$ cat config.mk
export PLATFORM = sky130hd
export DESIGN_NAME = pump_contactor_safety_controller_unit
export DESIGN_NICKNAME = d
export VERILOG_FILES = /design/src/pcsc_pkg.sv /design/src/pump_contactor_safety_controller_unit.sv /design/src/pcsc_debounce.sv
export SDC_FILE = /design/constraint.sdc
export NUM_CORES = 1
export LEC_CHECK = 0
export BUFFER_PORTS_ARGS = -buffer_cell sky130_fd_sc_hd__buf_2
export CAP_MARGIN = 20
export CORE_UTILIZATION = 45
export CTS_BUF_LIST = sky130_fd_sc_hd__clkbuf_8
export DETAILED_ROUTE_END_ITERATION = 12
export PLACE_DENSITY = 0.73
export SLEW_MARGIN = 20
export SYNTH_ARGS = -nofsm -noshare
export SYNTH_HDL_FRONTEND = slang
export SYNTH_SLANG_ARGS = --single-unit
$ cat constraint.sdc
create_clock -name clk -period 10 [get_ports clk]
set_input_delay 1 -clock clk [delete_from_list [all_inputs] [get_ports clk]]
set_output_delay 1 -clock clk [all_outputs]
set_load 0.05 [all_outputs]
$ cat src/pcsc_pkg.sv
// ============================================================================
// pcsc_pkg
// Shared types and constants of the pump contactor safety controller. It holds
// the transaction payload structs, the command, status and fault codes, and
// the configuration register indexes.
// ============================================================================
package pcsc_pkg;

    localparam int DEBOUNCE_W = 16;
    localparam int CFG_DATA_W = 16;
    localparam int CFG_INDEX_W = 8;
    localparam int TIMER_W = 26;

    localparam logic [2:0] CMD_NONE = 3'd0;
    localparam logic [2:0] CMD_START = 3'd1;
    localparam logic [2:0] CMD_STOP = 3'd2;
    localparam logic [2:0] CMD_AUTO = 3'd3;
    localparam logic [2:0] CMD_MANUAL = 3'd4;
    localparam logic [2:0] CMD_FAULT_RESET = 3'd5;

    localparam logic [1:0] STATUS_IDLE = 2'd0;
    localparam logic [1:0] STATUS_RUNNING = 2'd1;
    localparam logic [1:0] STATUS_FAULT = 2'd2;

    localparam logic [1:0] FAULT_NONE = 2'd0;
    localparam logic [1:0] FAULT_OVERLOAD = 2'd1;
    localparam logic [1:0] FAULT_TIMEOUT = 2'd2;

    localparam logic [CFG_INDEX_W-1:0] REG_DEBOUNCE_MS = 8'd0;
    localparam logic [CFG_INDEX_W-1:0] REG_MAX_RUN_SECONDS = 8'd1;
    localparam logic [CFG_INDEX_W-1:0] REG_DRY_LOCKOUT_SECONDS = 8'd2;

    localparam logic [DEBOUNCE_W-1:0] DEBOUNCE_MS_RESET = 16'd50;
    localparam logic [TIMER_W-1:0] RUN_LIMIT_MS_RESET = 26'd3600000;
    localparam logic [TIMER_W-1:0] LOCKOUT_LOAD_MS_RESET = 26'd300000;
    localparam logic [TIMER_W-1:0] MS_PER_SECOND = 26'd1000;

    typedef struct packed {
        logic [2:0] command;
        logic       tank_low_raw;
        logic       tank_high_raw;
        logic       overload_raw;
        logic       sump_low_wet;
    } item_t;

    typedef struct packed {
        logic       motor_on;
        logic [1:0] system_status;
        logic [1:0] fault_cause;
        logic       manual_mode;
        logic       tank_low;
        logic       tank_high;
        logic       overload_tripped;
        logic       command_rejected;
    } result_t;

endpackage

$ cat src/pump_contactor_safety_controller_unit.sv
// ============================================================================
// pump_contactor_safety_controller_unit
// Pump contactor safety controller, one transaction per millisecond tick.
// Debounces the floats and the overload sense, runs the automatic and manual
// pump logic with fault latching, dry-sump lockout and tank-full latch, and
// then applies the operator command.
//
//   Channel   Signals                                   Direction
//   item      item_valid, item_stall, item (item_t)     in
//   result    result_valid, result_stall, result        out
//   cfg       cfg_valid, cfg_ready, cfg_index, cfg_data in
//
// Each item is taken into an input register, its tick is evaluated from that
// register and the result lands in the output register when that can advance;
// one item is taken per clock while item_stall is low.
// The output register frees itself in the cycle it is taken; item_stall rises
// only when both the input and the output register are full and result_stall
// is high. Reset restores the default configuration and clears all state but the item and result data registers.
// ============================================================================
module pump_contactor_safety_controller_unit
(
    input  logic                              clk,
    input  logic                              rst_n,
    input  logic                              item_valid,
    output logic                              item_stall,
    input  pcsc_pkg::item_t                   item,
    output logic                              result_valid,
    input  logic                              result_stall,
    output pcsc_pkg::result_t                 result,
    input  logic                              cfg_valid,
    output logic                              cfg_ready,
    input  logic [pcsc_pkg::CFG_INDEX_W-1:0]  cfg_index,
    input  logic [pcsc_pkg::CFG_DATA_W-1:0]   cfg_data
);
    import pcsc_pkg::*;

    logic                  item_valid_reg;
    item_t                 item_reg;
    logic                  result_valid_reg;
    result_t               result_reg;
    result_t               result_next;
    logic                  advance;
    logic                  step;

    logic [DEBOUNCE_W-1:0] debounce_ms_reg;
    logic [TIMER_W-1:0]    run_limit_ms_reg;
    logic [TIMER_W-1:0]    lockout_load_ms_reg;
    logic [TIMER_W-1:0]    cfg_ms;

    logic                  motor_running_reg;
    logic                  motor_running_next;
    logic                  manual_reg;
    logic                  manual_next;
    logic [1:0]            fault_reg;
    logic [1:0]            fault_next;
    logic [1:0]            status_reg;
    logic [1:0]            status_next;
    logic                  full_latch_reg;
    logic                  full_latch_next;
    logic [TIMER_W-1:0]    lockout_reg;
    logic [TIMER_W-1:0]    lockout_next;
    logic [TIMER_W-1:0]    elapsed_reg;
    logic [TIMER_W-1:0]    elapsed_next;

    logic                  low_stable;
    logic                  high_stable;
    logic                  ovl_stable;

    assign advance = !result_valid_reg || !result_stall;
    assign step = item_valid_reg && advance;
    assign item_stall = item_valid_reg && !advance;
    assign result_valid = result_valid_reg;
    assign result = result_reg;
    assign cfg_ready = 1'b1;
    assign cfg_ms = TIMER_W'(cfg_data) * MS_PER_SECOND;

    pcsc_debounce u_low
    (
        .clk         (clk),
        .rst_n       (rst_n),
        .step        (step),
        .raw         (item_reg.tank_low_raw),
        .debounce_ms (debounce_ms_reg),
        .stable      (low_stable)
    );

    pcsc_debounce u_high
    (
        .clk         (clk),
        .rst_n       (rst_n),
        .step        (step),
        .raw         (item_reg.tank_high_raw),
        .debounce_ms (debounce_ms_reg),
        .stable      (high_stable)
    );

    pcsc_debounce u_ovl
    (
        .clk         (clk),
        .rst_n       (rst_n),
        .step        (step),
        .raw         (item_reg.overload_raw),
        .debounce_ms (debounce_ms_reg),
        .stable      (ovl_stable)
    );

    always_comb
    begin
        logic sump;
        logic rejected;
        logic can_start;
        sump = item_reg.sump_low_wet;
        rejected = 1'b0;
        motor_running_next = motor_running_reg;
        manual_next = manual_reg;
        fault_next = fault_reg;
        status_next = status_reg;
        full_latch_next = full_latch_reg;
        elapsed_next = elapsed_reg;
        lockout_next = (lockout_reg != '0) ? lockout_reg - TIMER_W'(1) : lockout_reg;

        if (motor_running_next && elapsed_next != '1)
        begin
            elapsed_next = elapsed_next + TIMER_W'(1);
        end
        if (ovl_stable)
        begin
            motor_running_next = 1'b0;
            fault_next = FAULT_OVERLOAD;
        end

        if (fault_next != FAULT_NONE)
        begin
            motor_running_next = 1'b0;
            status_next = STATUS_FAULT;
        end
        else if (motor_running_next && run_limit_ms_reg != '0
                 && elapsed_next >= run_limit_ms_reg)
        begin
            motor_running_next = 1'b0;
            fault_next = FAULT_TIMEOUT;
            status_next = STATUS_FAULT;
        end
        else
        begin
            if (!manual_next)
            begin
                if (low_stable)
                begin
                    full_latch_next = 1'b0;
                end
                if (!motor_running_next)
                begin
                    if (low_stable && sump && !full_latch_next && lockout_next == '0)
                    begin
                        motor_running_next = 1'b1;
                        elapsed_next = '0;
                    end
                end
                else if (high_stable)
                begin
                    motor_running_next = 1'b0;
                    full_latch_next = 1'b1;
                end
                else if (!sump)
                begin
                    motor_running_next = 1'b0;
                    lockout_next = lockout_load_ms_reg;
                end
            end
            else if (motor_running_next)
            begin
                if (high_stable)
                begin
                    motor_running_next = 1'b0;
                end
                else if (!sump)
                begin
                    motor_running_next = 1'b0;
                    lockout_next = lockout_load_ms_reg;
                end
            end
            status_next = motor_running_next ? STATUS_RUNNING : STATUS_IDLE;
        end

        can_start = !motor_running_next && !ovl_stable && sump && lockout_next == '0;

        case (item_reg.command)
            CMD_NONE:
            begin
            end
            CMD_START:
            begin
                manual_next = 1'b1;
                if (can_start)
                begin
                    motor_running_next = 1'b1;
                    elapsed_next = '0;
                end
            end
            CMD_STOP:
            begin
                motor_running_next = 1'b0;
            end
            CMD_AUTO:
            begin
                manual_next = 1'b0;
            end
            CMD_MANUAL:
            begin
                manual_next = 1'b1;
                motor_running_next = 1'b0;
            end
            CMD_FAULT_RESET:
            begin
                if (ovl_stable)
                begin
                    rejected = 1'b1;
                end
                else
                begin
                    fault_next = FAULT_NONE;
                end
            end
            default:
            begin
                rejected = 1'b1;
            end
        endcase

        result_next.motor_on = motor_running_next;
        result_next.system_status = status_next;
        result_next.fault_cause = fault_next;
        result_next.manual_mode = manual_next;
        result_next.tank_low = low_stable;
        result_next.tank_high = high_stable;
        result_next.overload_tripped = ovl_stable;
        result_next.command_rejected = rejected;
    end

    always_ff @(posedge clk or negedge rst_n)
    begin
        if (!rst_n)
        begin
            debounce_ms_reg <= DEBOUNCE_MS_RESET;
            run_limit_ms_reg <= RUN_LIMIT_MS_RESET;
            lockout_load_ms_reg <= LOCKOUT_LOAD_MS_RESET;
        end
        else if (cfg_valid && cfg_ready)
        begin
            case (cfg_index)
                REG_DEBOUNCE_MS:
                begin
                    debounce_ms_reg <= cfg_data;
                end
                REG_MAX_RUN_SECONDS:
                begin
                    run_limit_ms_reg <= cfg_ms;
                end
                REG_DRY_LOCKOUT_SECONDS:
                begin
                    lockout_load_ms_reg <= cfg_ms;
                end
                default:
                begin
                end
            endcase
        end
    end

    always_ff @(posedge clk or negedge rst_n)
    begin
        if (!rst_n)
        begin
            item_valid_reg <= 1'b0;
            result_valid_reg <= 1'b0;
        end
        else
        begin
            if (!item_stall)
            begin
                item_valid_reg <= item_valid;
            end
            if (advance)
            begin
                result_valid_reg <= item_valid_reg;
            end
        end
    end

    always_ff @(posedge clk)
    begin
        if (item_valid && !item_stall)
        begin
            item_reg <= item;
        end
        if (step)
        begin
            result_reg <= result_next;
        end
    end

    always_ff @(posedge clk or negedge rst_n)
    begin
        if (!rst_n)
        begin
            motor_running_reg <= 1'b0;
            manual_reg <= 1'b0;
            fault_reg <= FAULT_NONE;
            status_reg <= STATUS_IDLE;
            full_latch_reg <= 1'b0;
            lockout_reg <= '0;
            elapsed_reg <= '0;
        end
        else if (step)
        begin
            motor_running_reg <= motor_running_next;
            manual_reg <= manual_next;
            fault_reg <= fault_next;
            status_reg <= status_next;
            full_latch_reg <= full_latch_next;
            lockout_reg <= lockout_next;
            elapsed_reg <= elapsed_next;
        end
    end

endmodule

$ cat src/pcsc_debounce.sv
// ============================================================================
// pcsc_debounce
// Debounce filter for one raw level. A change clears the stability counter;
// the level is accepted once it has stayed unchanged for debounce_ms ticks.
// The stable output shows the value after the current tick.
// ============================================================================
module pcsc_debounce
(
    input  logic                             clk,
    input  logic                             rst_n,
    input  logic                             step,
    input  logic                             raw,
    input  logic [pcsc_pkg::DEBOUNCE_W-1:0]  debounce_ms,
    output logic                             stable
);
    import pcsc_pkg::*;

    logic                  last_reg;
    logic                  last_next;
    logic                  stable_reg;
    logic                  stable_next;
    logic [DEBOUNCE_W-1:0] elapsed_reg;
    logic [DEBOUNCE_W-1:0] elapsed_next;

    always_comb
    begin
        last_next = last_reg;
        stable_next = stable_reg;
        elapsed_next = elapsed_reg;
        if (raw != last_reg)
        begin
            last_next = raw;
            elapsed_next = '0;
        end
        else
        begin
            if (elapsed_reg != '1)
            begin
                elapsed_next = elapsed_reg + DEBOUNCE_W'(1);
            end
            if (raw != stable_reg && elapsed_next >= debounce_ms)
            begin
                stable_next = raw;
            end
        end
    end

    always_ff @(posedge clk or negedge rst_n)
    begin
        if (!rst_n)
        begin
            last_reg <= 1'b0;
            stable_reg <= 1'b0;
            elapsed_reg <= '0;
        end
        else if (step)
        begin
            last_reg <= last_next;
            stable_reg <= stable_next;
            elapsed_reg <= elapsed_next;
        end
    end

    assign stable = stable_next;

endmodule
## Word-level counts from Yosys, hierarchy flattened

Cells that the tools add are included.

- Register bits after elaboration: 192
- Bits in latches: 0
- Bits in writable memories: 0
- Memory bits (read-only): 0
- Input port bits: 36
- Memories: 0

- $add $sub $neg: 5
- $mul: 1
- Divide/modulo/power cells: 0
- $lt $le $gt $ge: 4
- Equal/unequal tests: 17
- Shift operators: 0
- Muxes and demuxes: 57
- Bitwise logic cells: 3
- Reduce and logical (&&, ||, !) cells: 41

Operators by type and width:

| kind | count |
|---|---|
| 26-bit 2-to-1 mux | 14 |
| 16-bit 2-to-1 mux | 9 |
| 26-bit logical NOT | 2 |
| 26-bit nonzero test | 2 |
| 16-bit by 1-bit adder with 16-bit output (second input constant) | 3 |
| 16-bit greater-or-equal comparator | 3 |
| 16-bit != test (second input constant) | 3 |
| 26-bit by 1-bit adder with 26-bit output (second input constant) | 1 |
| 26-bit greater-or-equal comparator | 1 |
| 1-bit 2-to-1 mux | 26 |
| 26-bit != test (second input constant) | 1 |
| 26-bit by 1-bit subtractor with 26-bit output (second input constant) | 1 |
| 16-bit by 7-bit multiplier with 23-bit output (second input constant) | 1 |
| 1-bit logical AND | 15 |
| 2-bit AND reduction | 6 |
| 2-bit 2-to-1 mux | 5 |
| 8-bit by 1-bit == test with 1-bit output (second input constant) | 1 |
| 8-bit by 2-bit == test with 1-bit output (second input constant) | 1 |
| 8-bit logical NOT | 1 |
| 1-bit logical NOT | 7 |
| 3-bit by 2-bit == test with 1-bit output (second input constant) | 2 |
| 3-bit == test (second input constant) | 2 |
| 1-bit != test | 6 |
| 1-bit one-hot mux with 2 select lines | 3 |
| other kinds (8) | 12 |

## Depth between registers and ports, before layout

Gate-level depths: netlist (run 1).

- Word-level depth: 28
- Gate-level depth with buffers: 23
- Depth with buffers taken out: 20

## Cells and area by module

Synthesis (run 1) repeated with hierarchy kept, for this count alone.

- Cells, all modules: 1658
- Area, all modules: 15675.0 um^2

By module, submodules not included:

| module | times used | cells each | area each (um^2) |
|---|---|---|---|
| pump_contactor_safety_controller_unit | 1 | 1098 | 10819.1 |
| pcsc_debounce at u_high ... | 2 | 186 | 1614.0 |
| pcsc_debounce at u_ovl | 1 | 188 | 1627.8 |

## Least setup slack after synthesis (run 1)

No wires, ideal clock.

- Path type: input to register
- Start: input cfg_data[0] (netlist bit)
- End: register lockout_load_ms_reg[25]
- Library setup time: 0.125 ns
- Arrival: 5.019 ns
- Slack: 4.857 ns
- Stages on the path: 16
- Cell sequence: fa_1 > inv_1 > fa_1 > fa_1 > inv_1 > fa_1 > ha_1 > o21ai_0 > o21ai_0 > a31oi_1 > a211oi_1 > o21ai_0 > a2111oi_0 > nor2_1 > xnor2_1 > mux2_2

- Cells in the longest elaborated chain, start to end: 1

RTL lines:

| what | RTL line | source |
|---|---|---|
| start, declared | pump_contactor_safety_controller_unit.sv:33 | `input logic [pcsc_pkg::CFG_DATA_W-1:0] cfg_data` |
| 16-bit by 7-bit multiplier with 23-bit output | pump_contactor_safety_controller_unit.sv:75 | `assign cfg_ms = TIMER_W'(cfg_data) * MS_PER_SECOND;` |
| end signal, assigned | pump_contactor_safety_controller_unit.sv:262 | `lockout_load_ms_reg <= cfg_ms;` |
| end, declared | pump_contactor_safety_controller_unit.sv:47 | `logic [TIMER_W-1:0] lockout_load_ms_reg;` |

Every way passes these cells.
A chain may end at the register's enable or synchronous reset.

## Worst setup path in the final report (run 1)

- Start: register u_ovl.elapsed_reg[2]
- End: register elapsed_reg[7]

- Cells in the longest elaborated chain, start to end: 20
- Elaborated cells between the ends (all ways): 35

RTL lines:

| what | RTL line | source |
|---|---|---|
| start, declared | pcsc_debounce.sv:22 | `logic [DEBOUNCE_W-1:0] elapsed_reg;` |
| start signal, assigned | pcsc_debounce.sv:60 | `elapsed_reg <= elapsed_next;` |
| 16-bit by 1-bit adder with 16-bit output or 16-bit != test (tied branches) | pcsc_debounce.sv:39, pcsc_debounce.sv:37 |  |
| 16-bit 2-to-1 mux (*) | pcsc_debounce.sv:37 | `if (elapsed_reg != '1)` |
| 16-bit 2-to-1 mux (*) | pcsc_debounce.sv:30 | `if (raw != last_reg)` |
| 16-bit greater-or-equal comparator (*) | pcsc_debounce.sv:41 | `if (raw != stable_reg && elapsed_next >= debounce_ms)` |
| 1-bit logical AND (*) | pcsc_debounce.sv:41 |  |
| 1-bit 2-to-1 mux (*) | pcsc_debounce.sv:41 |  |
| 1-bit 2-to-1 mux (*) | pcsc_debounce.sv:30 |  |
| net ovl_stable | pump_contactor_safety_controller_unit.sv:67 | `logic ovl_stable;` |
| [3 not listed] | -- |  |
| 1-bit 2-to-1 mux | pump_contactor_safety_controller_unit.sv:137 | `else if (motor_running_next && run_limit_ms_reg != '0` |
| 1-bit 2-to-1 mux | pump_contactor_safety_controller_unit.sv:132 | `if (fault_next != FAULT_NONE)` |
| 1-bit 2-to-1 mux | pump_contactor_safety_controller_unit.sv:137 |  |
| 1-bit 2-to-1 mux | pump_contactor_safety_controller_unit.sv:132 |  |
| 1-bit logical NOT | pump_contactor_safety_controller_unit.sv:186 | `can_start = !motor_running_next && !ovl_stable && sump && lockout_next == '0;` |
| 1-bit logical AND (3 in series) | pump_contactor_safety_controller_unit.sv:186 |  |
| 26-bit 2-to-1 mux | pump_contactor_safety_controller_unit.sv:195 | `if (can_start)` |
| 26-bit 2-to-1 mux (*) | pump_contactor_safety_controller_unit.sv:188 | `case (item_reg.command)` |
| end signal, assigned | pump_contactor_safety_controller_unit.sv:323 | `elapsed_reg <= elapsed_next;` |
| end, declared | pump_contactor_safety_controller_unit.sv:62 | `logic [TIMER_W-1:0] elapsed_reg;` |

The timed path passes the listed nets; every way through them passes the cells marked *. The select of a mux whose other input is x is not followed.

==> results of run 1 <==
[where the power goes]
| group | switching [W] | leakage [nW] | internal (W) |
|---|---|---|---|
| clock network | 0.000323 | 0.192 | 0.000185 |
| registers | 0.000152 | 2.38 | 0.000919 |
| logic | 0.000956 | 4.55 | 0.000619 |
[routing by layer]
layer,wire [um],share of wire,GRT usage,up-vias
li1,-,-,-,5564
met3,1880,0.054,0.0274,47
met2,15800,0.45,0.345,322
met4,698,0.020,0.0661,0
met5,0,0,0,-
met1,16700,0.48,0.319,5704
[stage by stage]
step / instances / utilization / power, W / worst slack (ns) / instance area, um^2
3_5_place_dp: 1936 / 0.477 / 0.00264 / 4.12 / 15000
6_report: 1968 / 0.489 / 0.00315 / 4.04 / 15400
5_1_grt: 1968 / 0.489 / 0.00340 / 3.59 / 15400
2_1_floorplan: 1535 / - / 0.00221 / 4.86 / 14500
4_1_cts: 1968 / 0.489 / 0.00316 / 4.08 / 15400
3_3_place_gp: 1936 / 0.477 / 0.00260 / 4.38 / 15000
[logic make-up after synthesis]
family	share of synthesized area
flops	0.338
other cells	0.000259
mux	0.0450
xor+xnor	0.0515
simple gates	0.179
buf+inv	0.0394
compound gates	0.160
fa+ha+maj	0.187
[worst max-delay path, stage by stage (launching register included)]
cell and delay, ns:
dfrtp_1 0.46, and3_1 0.22, and4_1 0.25, nand4_1 0.17
nor3_1 0.53, nor2_1 0.20, and3_1 0.27, xor2_1 0.15
ha_1 0.30, and3_1 0.19, o311a_1 0.33, a211oi_1 0.35
o21a_1 0.20, o211ai_1 0.29, or4b_2 0.72, a31o_2 0.31
a21boi_1 0.71, o21ai_1 0.17
[final cells by class]
| type | count | area, um^2 | area share |
|---|---|---|---|
| Multi-Input combinational cell | 1203 | 9030 | 0.585 |
| Tap cell | 402 | 503 | 0.0326 |
| Clock buffer | 17 | 234 | 0.0152 |
| Inverter | 85 | 319 | 0.0207 |
| Clock inverter | 15 | 149 | 0.00965 |
| Timing Repair Buffer | 55 | 304 | 0.0197 |
| Sequential cell | 191 | 4890 | 0.317 |
[layout by cell type (no fill, tap or decap), drive strengths merged, types with 36 or more instances in the layout]
master	instances
nand2	182
dfrtp	152
o21ai	151
ha	130
inv	92
a21oi	69
nor2	68
fa	54
buf	54
xnor2	49
mux2	48
nand3	45
nor3	42
xor2	36
[synth_stat cells, drive strengths merged (27+ instances only)]
cell      n  area share
o21ai   151       0.052
ha      130        0.11
inv      84       0.022
mux2     48       0.037
nand2   182       0.047
nor3     42       0.015
a21oi    69       0.025
and3     27       0.012
fa       54       0.075
nor2     68       0.018
nand3    45       0.016
xor2     36       0.022
dfrtp   152        0.26
clkbuf   41       0.011
a22o     27       0.016
xnor2    49       0.030
[worst paths after layout]
path	end	startpoint	depth (start not counted)
worst max register to register	elapsed_reg[7]	u_ovl.elapsed_reg[2]	17
worst max-delay path	elapsed_reg[7]	u_ovl.elapsed_reg[2]	17
min in group asynchronous	item_valid_reg	rst_n	1
max in group asynchronous	run_limit_ms_reg[25]	rst_n	2
worst min-delay path	lockout_load_ms_reg[8]	lockout_load_ms_reg[8]	2
worst min register to register	lockout_load_ms_reg[8]	lockout_load_ms_reg[8]	2
==> metrics.yaml, run 1 <==
drive_gt1_frac: 0.119
synthCells: 1535
grt.overflow.total: 0
ctsLongestPathBuffers: 2
critPathCaptureType: "flop"
ant_nets: 0
rsz0062_at_grt: "no"
core_um2: 31600
timing.reg2reg.setup_slack_ns: 4.04
clk_latency_ns: 0.49
vias: 11600
first_iter_violations: 965
synth_seq_cells: 191
hold_violations: 0
fin_crit_sh: 0.596
rows: 65
fin_worst_skew_ns: 0.0253
cp-start-kind: "flop"
synth_cell_type_count: 82
area_growth_syn_to_layout_pct: 6.66
initial_utilization: 0.458
boundaryPins: 49
ys.flop_type: "dfrtp_1"
power_density_nw_per_um2: 204
post_cts_buffers: 0
hpwlAfterDp_um: 26100
p_leak_nw: 7.12
placement.io_buffers: 47
die_y_um: 181
critical_path_class: "reg2reg"
worst_pin_slew_ns: 1.11
vias_per_cell: 5.91
fin_nets: 1773
relSlewSlack: 0.259
fmax_ghz: 0.168
crit_arrival_ns: 6.30
critical_path_required_ns: 10.34
syn_area_um2: 14500
fin_crit_ns: 5.96
cts_tree: "built"
finalSetupTns_ns: 0
routabilityCongestion: 0.893
clkSinkCount: 191
drv_cap: 0
cts_hold_buf: 0
async_flop_share: 0.911
drv_slew: 0
worstHoldPathType: "reg2reg"
grt_usage: 0.221
wl_per_cell_um: 17.8
htreeDepth: 4
cts_root_buf: "clkbuf_8"
n_antenna_cell: 0
path_max_fanout: 11
cts_resized: 0
status: "finished clean"
whs_ns: 0.493
ir_drop_uv: 135
fill_cells: 2895
drt_pre_antenna_iters: 5
antenna_found_initial: 0
grt_pass1_vias: 11300
synth_edf_count: 17
die_w_um: 181
yosysWarnings: 0
final-setup-viol-count: 0
grt_max_degree: 107
syn_avg_cell_area_um2: 9.43
clk_pin_slew_worst_paths_ns: 0.12
drc: 0
ys_seq_area_frac: 0.338
routed_wl_um: 35100
die-area_um2: 32900
syn_nets: 1755
grt_pass1_wl_um: 58200
cts_buffers: 17
Note: power is estimated with default switching activity, not from simulation.
==> run 2, diff against run 1 <==
Settings changed: PLACE_DENSITY 0.73 to 0.75.
Clock period 10 ns to 4.8 ns, I/O delays scaled along.
==> run 2 against run 1 <==
- die area unchanged
- non-clock buffer count increased by 113
- critical endpoint is now lockout_reg[5]
- sequential share of layout area decreased by 2.4 points
- clock-buffer cell count unchanged
- setup slack got worse by 4.0 ns
- cell count increased by 5.7%
- critical path depth increased by 5
- design area increased by 8.3%
- worst hold slack got worse by 0.40 ns
- core utilization increased by 4.1 points
- fmax increased by 26%
==> metrics.yaml, run 2 (synthesis gave the netlist of run 1 again) <==
r2r_cells: 22  # +5
ctsLongestPathBuffers: 2  # unchanged
drt_pre_antenna_iters: 5  # unchanged
n_antenna_cell: 0  # unchanged
drive_gt1_frac: 0.212  # +0.0933
routed_wl_um: 36700  # +4.5%
worst_pin_slew_ns: 1.05  # -0.0589 ns
fin_nets: 1886  # +6.4%
fin_crit_sh: 0.989  # +0.392
grt.overflow.total: 0  # unchanged
fmax_ghz: 0.211  # +26%
fin_worst_skew_ns: 0.0196  # -0.00566 ns
placement.io_buffers: 47  # unchanged
grt_max_degree: 96  # -10%
area_growth_syn_to_layout_pct: 15.5
first_iter_violations: 987  # +2.3%
routabilityCongestion: 0.876  # -1.9%
fin_crit_ns: 4.75  # -1.22 ns
core_um2: 31600  # unchanged
fin_cells: 2081  # +5.7%
vias: 12200  # +4.8%
clkSinkCount: 191  # unchanged
crit_arrival_ns: 5.08  # -1.22 ns
power_density_nw_per_um2: 430  # +110%
grt_pass1_wl_um: 59300  # +1.9%
relSlewSlack: 0.299  # +0.0393
p_leak_nw: 7.77  # +9.1%
clk_latency_ns: 0.50  # about the same
ant_nets: 0  # unchanged
critical_path_required_ns: 5.14  # -5.20 ns
finalSetupTns_ns: 0  # unchanged
cts_tree: "built"
cts_buffers: 17  # unchanged
power_w: 0.00719  # +130%
cp-start-kind: "flop"
wl_per_cell_um: 17.6  # -1.2%
path_max_fanout: 6  # -5
drv_slew: 0  # unchanged
grt_usage: 0.224  # +0.00268
antenna_found_initial: 0  # unchanged
drv_cap: 0  # unchanged
ir_drop_uv: 272  # +100%
hold_violations: 0  # unchanged
hpwlAfterDp_um: 27100  # +3.8%
grt_pass1_vias: 11800  # +4.6%
critPathCaptureType: "flop"
cts_root_buf: "clkbuf_8"
die_y_um: 181  # unchanged
vias_per_cell: 5.86  # -0.91%
htreeDepth: 4  # unchanged
final_common_cell: "nand2_1"
die-area_um2: 32900  # unchanged
clk_pin_slew_worst_paths_ns: 0.11  # about the same
dpl.cell_count: 2028  # +4.8%
initial_utilization: 0.458  # unchanged
status: "finished clean"
worstHoldPathType: "in2async"
boundaryPins: 49  # unchanged
die_w_um: 181  # unchanged
rows: 65  # unchanged
drc: 0  # unchanged
rsz0062_at_grt: "yes"
layout_common_cells: "nand2_1, dfrtp_1, ha_1"
critical_path_class: "reg2reg"
final-setup-viol-count: 0  # unchanged
==> run 2: changes by cell type in the layout (fill, tap and decap cells not counted), sizes merged <==
cell    before  now
clkinv       6    8
buf         54  166
inv         92   90
clkbuf      18   19
==> run 2: final timing paths <==
check / from / end / slack (ns)
worst max register to register: elapsed_reg[1] / lockout_reg[5] / 0.05
min in group clk: item[5] / item_reg[5] / 0.15
max in group asynchronous: rst_n / lockout_load_ms_reg[18] / 3.69
worst max-delay path: elapsed_reg[1] / lockout_reg[5] / 0.05
worst min register to register: lockout_load_ms_reg[18] / lockout_load_ms_reg[18] / 0.49
worst min-delay path: rst_n / item_valid_reg / 0.09
==> run 2: area by class of cell <==
| type | count | area, um^2 |
|---|---|---|
| timing repair buffer | 168 | 1240 |
| multi-input combinational | 1203 | 9350 |
| inverter | 85 | 319 |
| tap | 402 | 503 |
| clock inverter | 15 | 171 |
| sequential | 191 | 4890 |
| clock buffer | 17 | 234 |
| fill | 2758 | 14800 |
==> run 2: worst max-delay path, stage by stage, from the launching register on <==
cell and delay [ns]:
dfrtp_1 0.41, ha_4 0.17, nand3_2 0.06, or4_4 0.56, o2111a_1 0.28, and2_4 0.15
nand2_4 0.06, nor2_2 0.05, and4_1 0.17, xnor2_2 0.25, inv_2 0.08, ha_4 0.25
a211oi_2 0.18, o21ai_1 0.09, a21o_1 0.19, a311oi_2 0.25, nand3_1 0.13, buf_6 0.14
a2111oi_4 0.44, buf_4 0.22, clkbuf_16 0.15, mux2i_2 0.23, o21ai_1 0.08
==> run 2: metal layers <==
layer,global-route usage,routed length (um)
met1,0.304,16800
met2,0.374,17500
met3,0.0318,1890
met4,0.0546,537
met5,0,0
==> run 2: where the power goes <==
group / leakage (nW) / internal [W] / switching (W)
combinational: 5.19 / 0.00172 / 0.00215
sequential: 2.38 / 0.00191 / 0.000311
clock: 0.197 / 0.000394 / 0.000687
total: 7.77 / 0.00403 / 0.00315
==> run 2: what timing repair did <==
action	CTS	global route
gates cloned	0	4
resized for setup	14	73
buffers inserted	4	13
setup endpoints to repair	54	56
hold buffers	0	0
pin swaps	3	38
==> run 2: per-stage QoR <==
stage          setup WS [ns]  hold slack, ns  area (um^2)  utilization
5_1_grt               -0.109           0.119        16700        0.530
6_report              0.0540          0.0939        16700        0.530
3_5_place_dp          -0.264           0.480        15800        0.500
4_1_cts              -0.0138           0.105        16300        0.515
3_3_place_gp          -0.249           0.470        15800        0.500
2_1_floorplan         0.0883           0.184        14500            -
